===== src/design/dlps_pkg.sv =====
package dlps_pkg;

    localparam int DEPTH  = 16;
    localparam int DATA_W = 32;
    localparam int LEN_W  = 8;
    localparam int TGT_W  = 12;
    localparam int CMD_W  = 3;
    localparam int STAT_W = 2;
    localparam int SUM_W  = TGT_W + 1;
    localparam int IDX_W  = $clog2(DEPTH);
    localparam int CNT_W  = $clog2(DEPTH + 1);

    localparam int IN_FIELDS_W  = DATA_W + LEN_W + TGT_W;
    localparam int IN_TDATA_W   = ((IN_FIELDS_W + 7) / 8) * 8;
    localparam int OUT_FIELDS_W = 3 * DATA_W + 3 * LEN_W + CNT_W + 2 + IDX_W;
    localparam int OUT_TDATA_W  = ((OUT_FIELDS_W + 7) / 8) * 8;

    typedef enum logic [CMD_W-1:0] {
        CMD_PUSH_FRONT = 3'd0,
        CMD_PUSH_BACK  = 3'd1,
        CMD_POP_FRONT  = 3'd2,
        CMD_POP_BACK   = 3'd3,
        CMD_CLEAR      = 3'd4,
        CMD_SEARCH     = 3'd5,
        CMD_QUERY      = 3'd6
    } t_cmd;

    typedef enum logic [STAT_W-1:0] {
        STAT_OK    = 2'd0,
        STAT_EMPTY = 2'd1,
        STAT_FULL  = 2'd2
    } t_status;

    typedef enum logic [2:0] {
        S_IDLE,
        S_EXEC,
        S_SCAN,
        S_PEEK,
        S_LOAD
    } t_state;

    typedef struct packed {
        logic [DATA_W-1:0] data;
        logic [LEN_W-1:0]  len;
    } t_entry;

    typedef struct packed {
        logic             we;
        logic [IDX_W-1:0] waddr;
        t_entry           wentry;
        logic             re_a;
        logic [IDX_W-1:0] raddr_a;
        logic             re_b;
        logic [IDX_W-1:0] raddr_b;
    } t_mem_req;

    typedef struct packed {
        logic clr;
        logic add;
    } t_acc_ctl;

    function automatic logic [IDX_W-1:0] slot_add(logic [IDX_W-1:0] base,
                                                  logic [CNT_W-1:0] off);
        logic [CNT_W:0] s;
        s = {{(CNT_W + 1 - IDX_W){1'b0}}, base} + {1'b0, off};
        if (s >= (CNT_W + 1)'(DEPTH)) begin
            s = s - (CNT_W + 1)'(DEPTH);
        end
        return s[IDX_W-1:0];
    endfunction

endpackage


===== src/design/dlps_mem.sv =====
module dlps_mem (
    input  logic               i_clk,
    input  dlps_pkg::t_mem_req i_req,
    output dlps_pkg::t_entry   o_rd_a,
    output dlps_pkg::t_entry   o_rd_b
);
    import dlps_pkg::*;

    t_entry r_mem [DEPTH];
    t_entry r_rd_a;
    t_entry r_rd_b;

    always_ff @(posedge i_clk) begin
        if (i_req.we) begin
            r_mem[i_req.waddr] <= i_req.wentry;
        end
        if (i_req.re_a) begin
            r_rd_a <= r_mem[i_req.raddr_a];
        end
        if (i_req.re_b) begin
            r_rd_b <= r_mem[i_req.raddr_b];
        end
    end

    assign o_rd_a = r_rd_a;
    assign o_rd_b = r_rd_b;

endmodule


===== src/design/dlps_acc.sv =====
module dlps_acc (
    input  logic                       i_clk,
    input  dlps_pkg::t_acc_ctl         i_ctl,
    input  logic [dlps_pkg::LEN_W-1:0] i_len,
    input  logic [dlps_pkg::TGT_W-1:0] i_target,
    output logic                       o_hit
);
    import dlps_pkg::*;

    logic [SUM_W-1:0] r_sum;
    logic [SUM_W-1:0] n_sum;

    // sum stays below target plus one length, so it never overflows
    assign n_sum = r_sum + SUM_W'(i_len);
    assign o_hit = (n_sum >= SUM_W'(i_target));

    always_ff @(posedge i_clk) begin
        if (i_ctl.clr) begin
            r_sum <= '0;
        end else if (i_ctl.add) begin
            r_sum <= n_sum;
        end
    end

endmodule


===== src/design/deque_with_length_prefix_search.sv =====
// push, pop, clear and query: an accepted word runs through the execute, peek and load states to its result
// search: the scan state sits between execute and peek and walks the entries, one entry per cycle through the adder
// a new word is taken only in idle, after the result of the last one is loaded into the output register
// the entry store has one write port and two registered read ports; the search runs through one accumulator
// reset: synchronous active low, clears count, front position, the sequencer and the output valid flag
// store contents are not cleared; entries read while the deque is empty are masked to zero at the output
module deque_with_length_prefix_search (
    input  logic                             i_clk,
    input  logic                             i_rst_n,
    input  logic                             i_s_axis_tvalid,
    output logic                             o_s_axis_tready,
    // entry_data, entry_len, target_len, zero pad
    input  logic [dlps_pkg::IN_TDATA_W-1:0]  i_s_axis_tdata,
    // command
    input  logic [dlps_pkg::CMD_W-1:0]       i_s_axis_tuser,
    output logic                             o_m_axis_tvalid,
    input  logic                             i_m_axis_tready,
    // removed_data, removed_len, front_data, front_len, back_data, back_len,
    // occupancy, empty, found, found_index, zero pad
    output logic [dlps_pkg::OUT_TDATA_W-1:0] o_m_axis_tdata,
    // status
    output logic [dlps_pkg::STAT_W-1:0]      o_m_axis_tuser
);
    import dlps_pkg::*;

    t_state  r_state;
    t_state  n_state;
    t_cmd    r_cmd;
    t_entry  r_in;
    logic [TGT_W-1:0] r_target;
    logic [IDX_W-1:0] r_front;
    logic [CNT_W-1:0] r_count;
    t_status r_status;
    t_entry  r_rem;
    logic             r_found;
    logic [IDX_W-1:0] r_fidx;
    logic [IDX_W-1:0] r_idx;
    logic             r_out_valid;
    logic [OUT_TDATA_W-1:0] r_out_tdata;
    logic [STAT_W-1:0]      r_out_tuser;

    t_mem_req mem_req;
    t_acc_ctl acc_ctl;
    t_entry   rd_a;
    t_entry   rd_b;
    t_entry   front_e;
    t_entry   back_e;
    logic     acc_hit;
    logic     in_accept;
    logic     out_free;
    logic     full;
    logic     empty;
    logic     last;
    logic     search_go;
    logic     is_pop;
    logic [IDX_W-1:0] back_addr;
    logic [CNT_W-1:0] idx_next;
    logic [OUT_FIELDS_W-1:0] out_fields;

    dlps_mem u_mem (
        .i_clk  (i_clk),
        .i_req  (mem_req),
        .o_rd_a (rd_a),
        .o_rd_b (rd_b)
    );

    dlps_acc u_acc (
        .i_clk    (i_clk),
        .i_ctl    (acc_ctl),
        .i_len    (rd_a.len),
        .i_target (r_target),
        .o_hit    (acc_hit)
    );

    assign o_s_axis_tready = (r_state == S_IDLE);
    assign in_accept       = i_s_axis_tvalid && o_s_axis_tready;
    assign out_free        = !r_out_valid || i_m_axis_tready;
    assign full            = (r_count == CNT_W'(DEPTH));
    assign empty           = (r_count == '0);
    assign last            = (CNT_W'(r_idx) == r_count - CNT_W'(1));
    assign idx_next        = CNT_W'(r_idx) + CNT_W'(1);
    assign back_addr       = slot_add(r_front, r_count - CNT_W'(1));
    assign search_go       = (r_cmd == CMD_SEARCH) && (r_target != '0) && !empty;
    assign is_pop          = (r_cmd == CMD_POP_FRONT) || (r_cmd == CMD_POP_BACK);

    always_comb begin
        mem_req        = '0;
        mem_req.wentry = r_in;
        acc_ctl        = '0;
        unique case (r_state)
            S_EXEC: begin
                unique case (r_cmd)
                    CMD_PUSH_FRONT: begin
                        mem_req.we    = !full;
                        mem_req.waddr = slot_add(r_front, CNT_W'(DEPTH - 1));
                    end
                    CMD_PUSH_BACK: begin
                        mem_req.we    = !full;
                        mem_req.waddr = slot_add(r_front, r_count);
                    end
                    CMD_POP_FRONT: begin
                        mem_req.re_a    = !empty;
                        mem_req.raddr_a = r_front;
                    end
                    CMD_POP_BACK: begin
                        mem_req.re_a    = !empty;
                        mem_req.raddr_a = back_addr;
                    end
                    CMD_SEARCH: begin
                        mem_req.re_a    = search_go;
                        mem_req.raddr_a = r_front;
                        acc_ctl.clr     = 1'b1;
                    end
                    default: ;
                endcase
            end
            S_SCAN: begin
                acc_ctl.add     = 1'b1;
                mem_req.re_a    = !(acc_hit || last);
                mem_req.raddr_a = slot_add(r_front, idx_next);
            end
            S_PEEK: begin
                mem_req.re_a    = 1'b1;
                mem_req.raddr_a = r_front;
                mem_req.re_b    = 1'b1;
                mem_req.raddr_b = back_addr;
            end
            default: ;
        endcase
    end

    always_comb begin
        n_state = r_state;
        unique case (r_state)
            S_IDLE: begin
                if (in_accept) begin
                    n_state = S_EXEC;
                end
            end
            S_EXEC: begin
                n_state = search_go ? S_SCAN : S_PEEK;
            end
            S_SCAN: begin
                if (acc_hit || last) begin
                    n_state = S_PEEK;
                end
            end
            S_PEEK: begin
                n_state = S_LOAD;
            end
            S_LOAD: begin
                if (out_free) begin
                    n_state = S_IDLE;
                end
            end
            default: n_state = S_IDLE;
        endcase
    end

    assign front_e = empty ? '0 : rd_a;
    assign back_e  = empty ? '0 : rd_b;
    assign out_fields = {r_fidx, r_found, empty, r_count,
                         back_e.len, back_e.data, front_e.len, front_e.data,
                         r_rem.len, r_rem.data};

    always_ff @(posedge i_clk) begin
        if (!i_rst_n) begin
            r_state     <= S_IDLE;
            r_front     <= '0;
            r_count     <= '0;
            r_out_valid <= 1'b0;
        end else begin
            r_state <= n_state;
            if ((r_state == S_LOAD) && out_free) begin
                r_out_valid <= 1'b1;
            end else if (i_m_axis_tready) begin
                r_out_valid <= 1'b0;
            end
            unique case (r_state)
                S_IDLE: begin
                    if (in_accept) begin
                        r_cmd     <= t_cmd'(i_s_axis_tuser);
                        r_in.data <= i_s_axis_tdata[DATA_W-1:0];
                        r_in.len  <= i_s_axis_tdata[DATA_W+LEN_W-1:DATA_W];
                        r_target  <= i_s_axis_tdata[IN_FIELDS_W-1:DATA_W+LEN_W];
                    end
                end
                S_EXEC: begin
                    r_status <= STAT_OK;
                    r_found  <= 1'b0;
                    r_fidx   <= '0;
                    r_rem    <= '0;
                    r_idx    <= '0;
                    unique case (r_cmd)
                        CMD_PUSH_FRONT: begin
                            if (full) begin
                                r_status <= STAT_FULL;
                            end else begin
                                r_front <= slot_add(r_front, CNT_W'(DEPTH - 1));
                                r_count <= r_count + CNT_W'(1);
                            end
                        end
                        CMD_PUSH_BACK: begin
                            if (full) begin
                                r_status <= STAT_FULL;
                            end else begin
                                r_count <= r_count + CNT_W'(1);
                            end
                        end
                        CMD_POP_FRONT: begin
                            if (empty) begin
                                r_status <= STAT_EMPTY;
                            end else begin
                                r_front <= slot_add(r_front, CNT_W'(1));
                                r_count <= r_count - CNT_W'(1);
                            end
                        end
                        CMD_POP_BACK: begin
                            if (empty) begin
                                r_status <= STAT_EMPTY;
                            end else begin
                                r_count <= r_count - CNT_W'(1);
                            end
                        end
                        CMD_CLEAR: begin
                            r_count <= '0;
                        end
                        default: ;
                    endcase
                end
                S_SCAN: begin
                    if (acc_hit) begin
                        r_found <= 1'b1;
                        r_fidx  <= r_idx;
                    end else if (!last) begin
                        r_idx <= idx_next[IDX_W-1:0];
                    end
                end
                S_PEEK: begin
                    if (is_pop && (r_status == STAT_OK)) begin
                        r_rem <= rd_a;
                    end
                end
                S_LOAD: begin
                    if (out_free) begin
                        r_out_tdata <= OUT_TDATA_W'(out_fields);
                        r_out_tuser <= r_status;
                    end
                end
                default: ;
            endcase
        end
    end

    assign o_m_axis_tvalid = r_out_valid;
    assign o_m_axis_tdata  = r_out_tdata;
    assign o_m_axis_tuser  = r_out_tuser;

    a_count_bound: assert property (@(posedge i_clk) disable iff (!i_rst_n)
        r_count <= CNT_W'(DEPTH))
        else $error("entry count above depth");

    a_accept_exec: assert property (@(posedge i_clk) disable iff (!i_rst_n)
        in_accept |=> (r_state == S_EXEC))
        else $error("accepted word did not start execution");

    a_found_search: assert property (@(posedge i_clk) disable iff (!i_rst_n)
        ((r_state == S_LOAD) && r_found) |-> (r_cmd == CMD_SEARCH))
        else $error("found flag outside a search");

    a_no_busy_accept: assert property (@(posedge i_clk) disable iff (!i_rst_n)
        (r_state == S_SCAN) |-> !o_s_axis_tready)
        else $error("ready during search walk");

endmodule

===== config.mk =====
export PLATFORM = sky130hd
export DESIGN_NAME = deque_with_length_prefix_search
export DESIGN_NICKNAME = d
export VERILOG_FILES = /design/src/design/dlps_pkg.sv /design/src/design/dlps_mem.sv /design/src/design/dlps_acc.sv /design/src/design/deque_with_length_prefix_search.sv
export SDC_FILE = /design/constraint.sdc
export NUM_CORES = 2
export LEC_CHECK = 0
export ABC_CLOCK_PERIOD_IN_PS = 6400
export BUFFER_PORTS_ARGS = -buffer_cell sky130_fd_sc_hd__clkbuf_2
export CELL_PAD_IN_SITES_DETAIL_PLACEMENT = 1
export CELL_PAD_IN_SITES_GLOBAL_PLACEMENT = 1
export CORE_AREA = 2 2 359 503
export CTS_CLUSTER_SIZE = 25
export DETAILED_ROUTE_END_ITERATION = 10
export DIE_AREA = 0 0 361 505
export PLACE_DENSITY_LB_ADDON = 0.1
export SKIP_CTS_REPAIR_TIMING = 1
export SLEW_MARGIN = 20
export SYNTH_ARGS = -nofsm -noshare
export SYNTH_HDL_FRONTEND = slang
export SYNTH_SLANG_ARGS = --single-unit

===== constraint.sdc =====
create_clock -name i_clk -period 6.4 [get_ports i_clk]
set_input_delay 0.64 -clock i_clk [delete_from_list [all_inputs] [get_ports i_clk]]
set_output_delay 0.64 -clock i_clk [all_outputs]
set_load 0.02 [all_outputs]

==> flow_summary.ini <==
[placed_design]
io_buffers = 193
numPlacedInstances = 5482
pre_cts_slack_ns = 1.15
gp_congestion = 0.765
hpwl_um = 94200

[yosys]
ys.flop_type = edfxtp_1
synth_cell_type_count = 73
synth-edff-count = 959
synth_warnings = 0
synth_cells = 3132
ys_ff_latch = 985
async_flop_share_pct = 0
synthesis.area_mm2 = 0.0442
avgSynthCellArea_um2 = 14.1
seq_area_frac_synth_pct = 66.4

[cts]
cts_max_level = 3
cts.clk_slew.worst_paths_ns = 0.06
clock_sinks = 985
numCtsBuffers = 109
root_buffer = clkbuf_16
clk_latency_ns = 0.75
cts_buffer_depth = 3
cts_tree = built

[floorplanning]
num_io_pins = 203
core-area_mm2 = 0.177
fp.dieW_um = 361
row_count = 183
start_util_pct = 24.9
die_area_mm2 = 0.182
die_h_um = 505

[detailed_routing]
first_iter_violations = 1858
viasPerCell = 5.01
route.vias.total = 28472
wl_per_cell_um = 29.2
route.antenna.remaining_nets = 0
drc = 0
drt-total-wl_um = 166000
firstDrtPassIters = 5

[timing]
fin_skew_ns = 0.0329
finalSetupViolations = 0
fin_ws_ns = 1.20
fin_crit_ns = 5.20
fin_crit_sh_pct = 81.2
max_slew_margin_pct = 27.3
hold_viol_final = 0
max_freq_mhz = 192
rsz0062_at_grt = no
setup_tns_ns = 0
slew_violations = 0
worst_pin_slew_ns = 1.09

[layout]
seqCellArea_mm2 = 0.0293
finish.cell_count_without_fillers = 5685
nFillCells = 18662
layout_commonest_cell = edfxtp_1
drive_above_1_share_pct = 20.0
syn_to_final_growth_pct = 17.1
fin_nets = 3384
multi_input_area_mm2 = 0.0140
final_cell_mix = 959 x edfxtp_1, 264 x a21oi_1, 241 x nand2_1

[global_route]
grt_first_pass_wirelength_um = 235000
antenna_found_initial = 7
grt_start_max_net_pins = 99
grt_use_total_pct = 18.0
overflow = 0
grt_pass1_vias = 30984

[hold_path]
hold_path.class = input port to flip-flop
hp-start = i_s_axis_tdata[12]
whs_path_depth = 1
hold_end = mem_req[30]

[setup_path]
critPathCaptureType = flip-flop
r2r-end = u_mem.o_rd_a[30]
cp.arrival_ns = 5.63
required_ns = 6.83
start_kind = flip-flop
critPathMaxFanout = 17
r2r-start = u_mem.o_rd_a[1]
reg2reg_depth = 15
r2r_slack_ns = 1.20
crit_type = flip-flop to flip-flop

[flow_run]
cap_viol_max_count = 0

[pwr]
p_leak_uw = 0.0179
total_power_uw = 17600
irDropWorstVdd_v = 0.000203
p_per_area_mw_per_mm2 = 341

[run_status]
run_status = completed
[synth_stat cells, types with 3 or more instances]
cell type,number,area (µm²)
nor3_1,14,70.1
nand2b_1,7,43.8
and3_1,87,544
edfxtp_1,959,28800
buf_6,6,67.6
nor2b_1,93,582
or3_1,3,18.8
clkbuf_1,170,638
nand3_1,127,636
o22ai_1,42,263
dfxtp_1,26,521
mux4_2,78,1760
buf_4,7,52.6
mux2i_1,201,2010
nor4_1,5,31.3
nand4_1,4,25.0
a221oi_1,41,359
nor2_1,47,176
ha_1,35,438
inv_1,29,109
or2_2,4,25.0
o311ai_0,3,26.3
and2_1,51,319
o211ai_1,5,37.5
mux2_2,117,1320
buf_12,3,60.1
o21ai_1,3,15.0
a21o_1,8,60.1
o21ai_0,179,896
xor2_1,14,123
o221ai_1,39,342
a21oi_1,264,1320
o21a_1,4,30.0
a211oi_1,48,360
fa_1,4,80.1
xnor2_1,17,149
buf_1,8,30.0
nand2_1,245,920
buf_2,49,245
a31oi_1,43,269
[how the worst max path moves through the flow]
stage                          from  cells after the start          endpoint  slack, ns
floorplan           u_mem.o_rd_a[1]                     14   u_mem.o_rd_a[0]       0.91
global placement    u_mem.o_rd_a[1]                     15  u_mem.o_rd_a[22]       1.21
detailed placement  u_mem.o_rd_a[1]                     15  u_mem.o_rd_a[22]       1.15
CTS                 u_mem.o_rd_a[1]                     15  u_mem.o_rd_a[30]       1.13
global route        u_mem.o_rd_a[1]                     15  u_mem.o_rd_a[31]       0.91
finish              u_mem.o_rd_a[1]                     15  u_mem.o_rd_a[30]       1.20
[registers in the layout, summed over array words and instances, names as in the netlist]
signal	cells
u_mem.r_mem	640
o_m_axis_tdata	131
mem_req	40
out_fields	40
u_mem.o_rd_a	40
u_mem.o_rd_b	40
u_acc.r_sum	13
r_target	12
r_count	5
r_fidx	4
r_front	4
r_idx	4
r_cmd	3
r_state	3
o_m_axis_tuser	2
r_status	2
o_m_axis_tvalid	1
r_found	1
[worst max-delay path, stage by stage, from the launching register on]
cell	delay, ns
edfxtp_1	0.47
ha_1	0.32
a21o_1	0.16
a21oi_1	0.22
o21bai_1	0.14
a2111oi_0	0.65
o21ai_0	0.19
nor2b_1	0.17
ha_1	0.29
a21o_1	0.16
a211o_1	0.30
o2111a_1	0.23
o211ai_1	0.27
nand4b_1	0.28
o21ai_4	0.70
buf_12	0.26
[final cells by class]
type                    count  area share (%)
diodes                      2         0.00968
inverters                  30           0.225
repair buffers            279            3.62
multi-input cells        1877            27.0
flip-flops and latches    985            56.7
clock inverters            66            1.31
well taps                2312            5.59
clock buffers             134            5.54
[stage by stage]
| stage | utilization [%] | hold slack [ns] | instance area, µm² |
|---|---|---|---|
| finish | 29.1 | 0.0708 | 51700 |
| global route | 29.1 | 0.0381 | 51700 |
| CTS | 29.1 | -0.0109 | 51700 |
| detailed placement | 27.1 | 0.405 | 48100 |
| global placement | 27.1 | 0.401 | 48100 |
| floorplan | - | 0.400 | 44200 |
[cell families (layout without fill, tap and decap cells)]
logic type                 Yosys count  in the layout  synth area share (%)
AOI/OAI and AO/OA                  705            705                  9.54
xor gates and xnor gates            32             32                 0.666
adders and majority gates           39             39                  1.17
buffers and inverters              274            509                  2.76
DFF                                985            985                  66.4
muxes                              396            396                  11.5
other                                1              7               0.00849
and+or+nand+nor                    700            700                  7.96
[report_power, final]
part	total (µW)	leakage, µW	internal [µW]	switching, µW
sequential	7640	0.00890	7410	231
clock	6350	0.00172	3650	2710
combinational	3630	0.00723	1170	2450
[metal layers]
| metal | global-route usage (%) | part of all wire, % | vias to the layer above |
|---|---|---|---|
| met4 | 5.18 | 2.3 | 0 |
| li1 | - | - | 12451 |
| met5 | 0 | 0 | - |
| met1 | 22.4 | 43 | 15163 |
| met3 | 2.16 | 3.7 | 202 |
| met2 | 32.3 | 51 | 656 |
No activity file was read; power rests on OpenSTA's default activity.
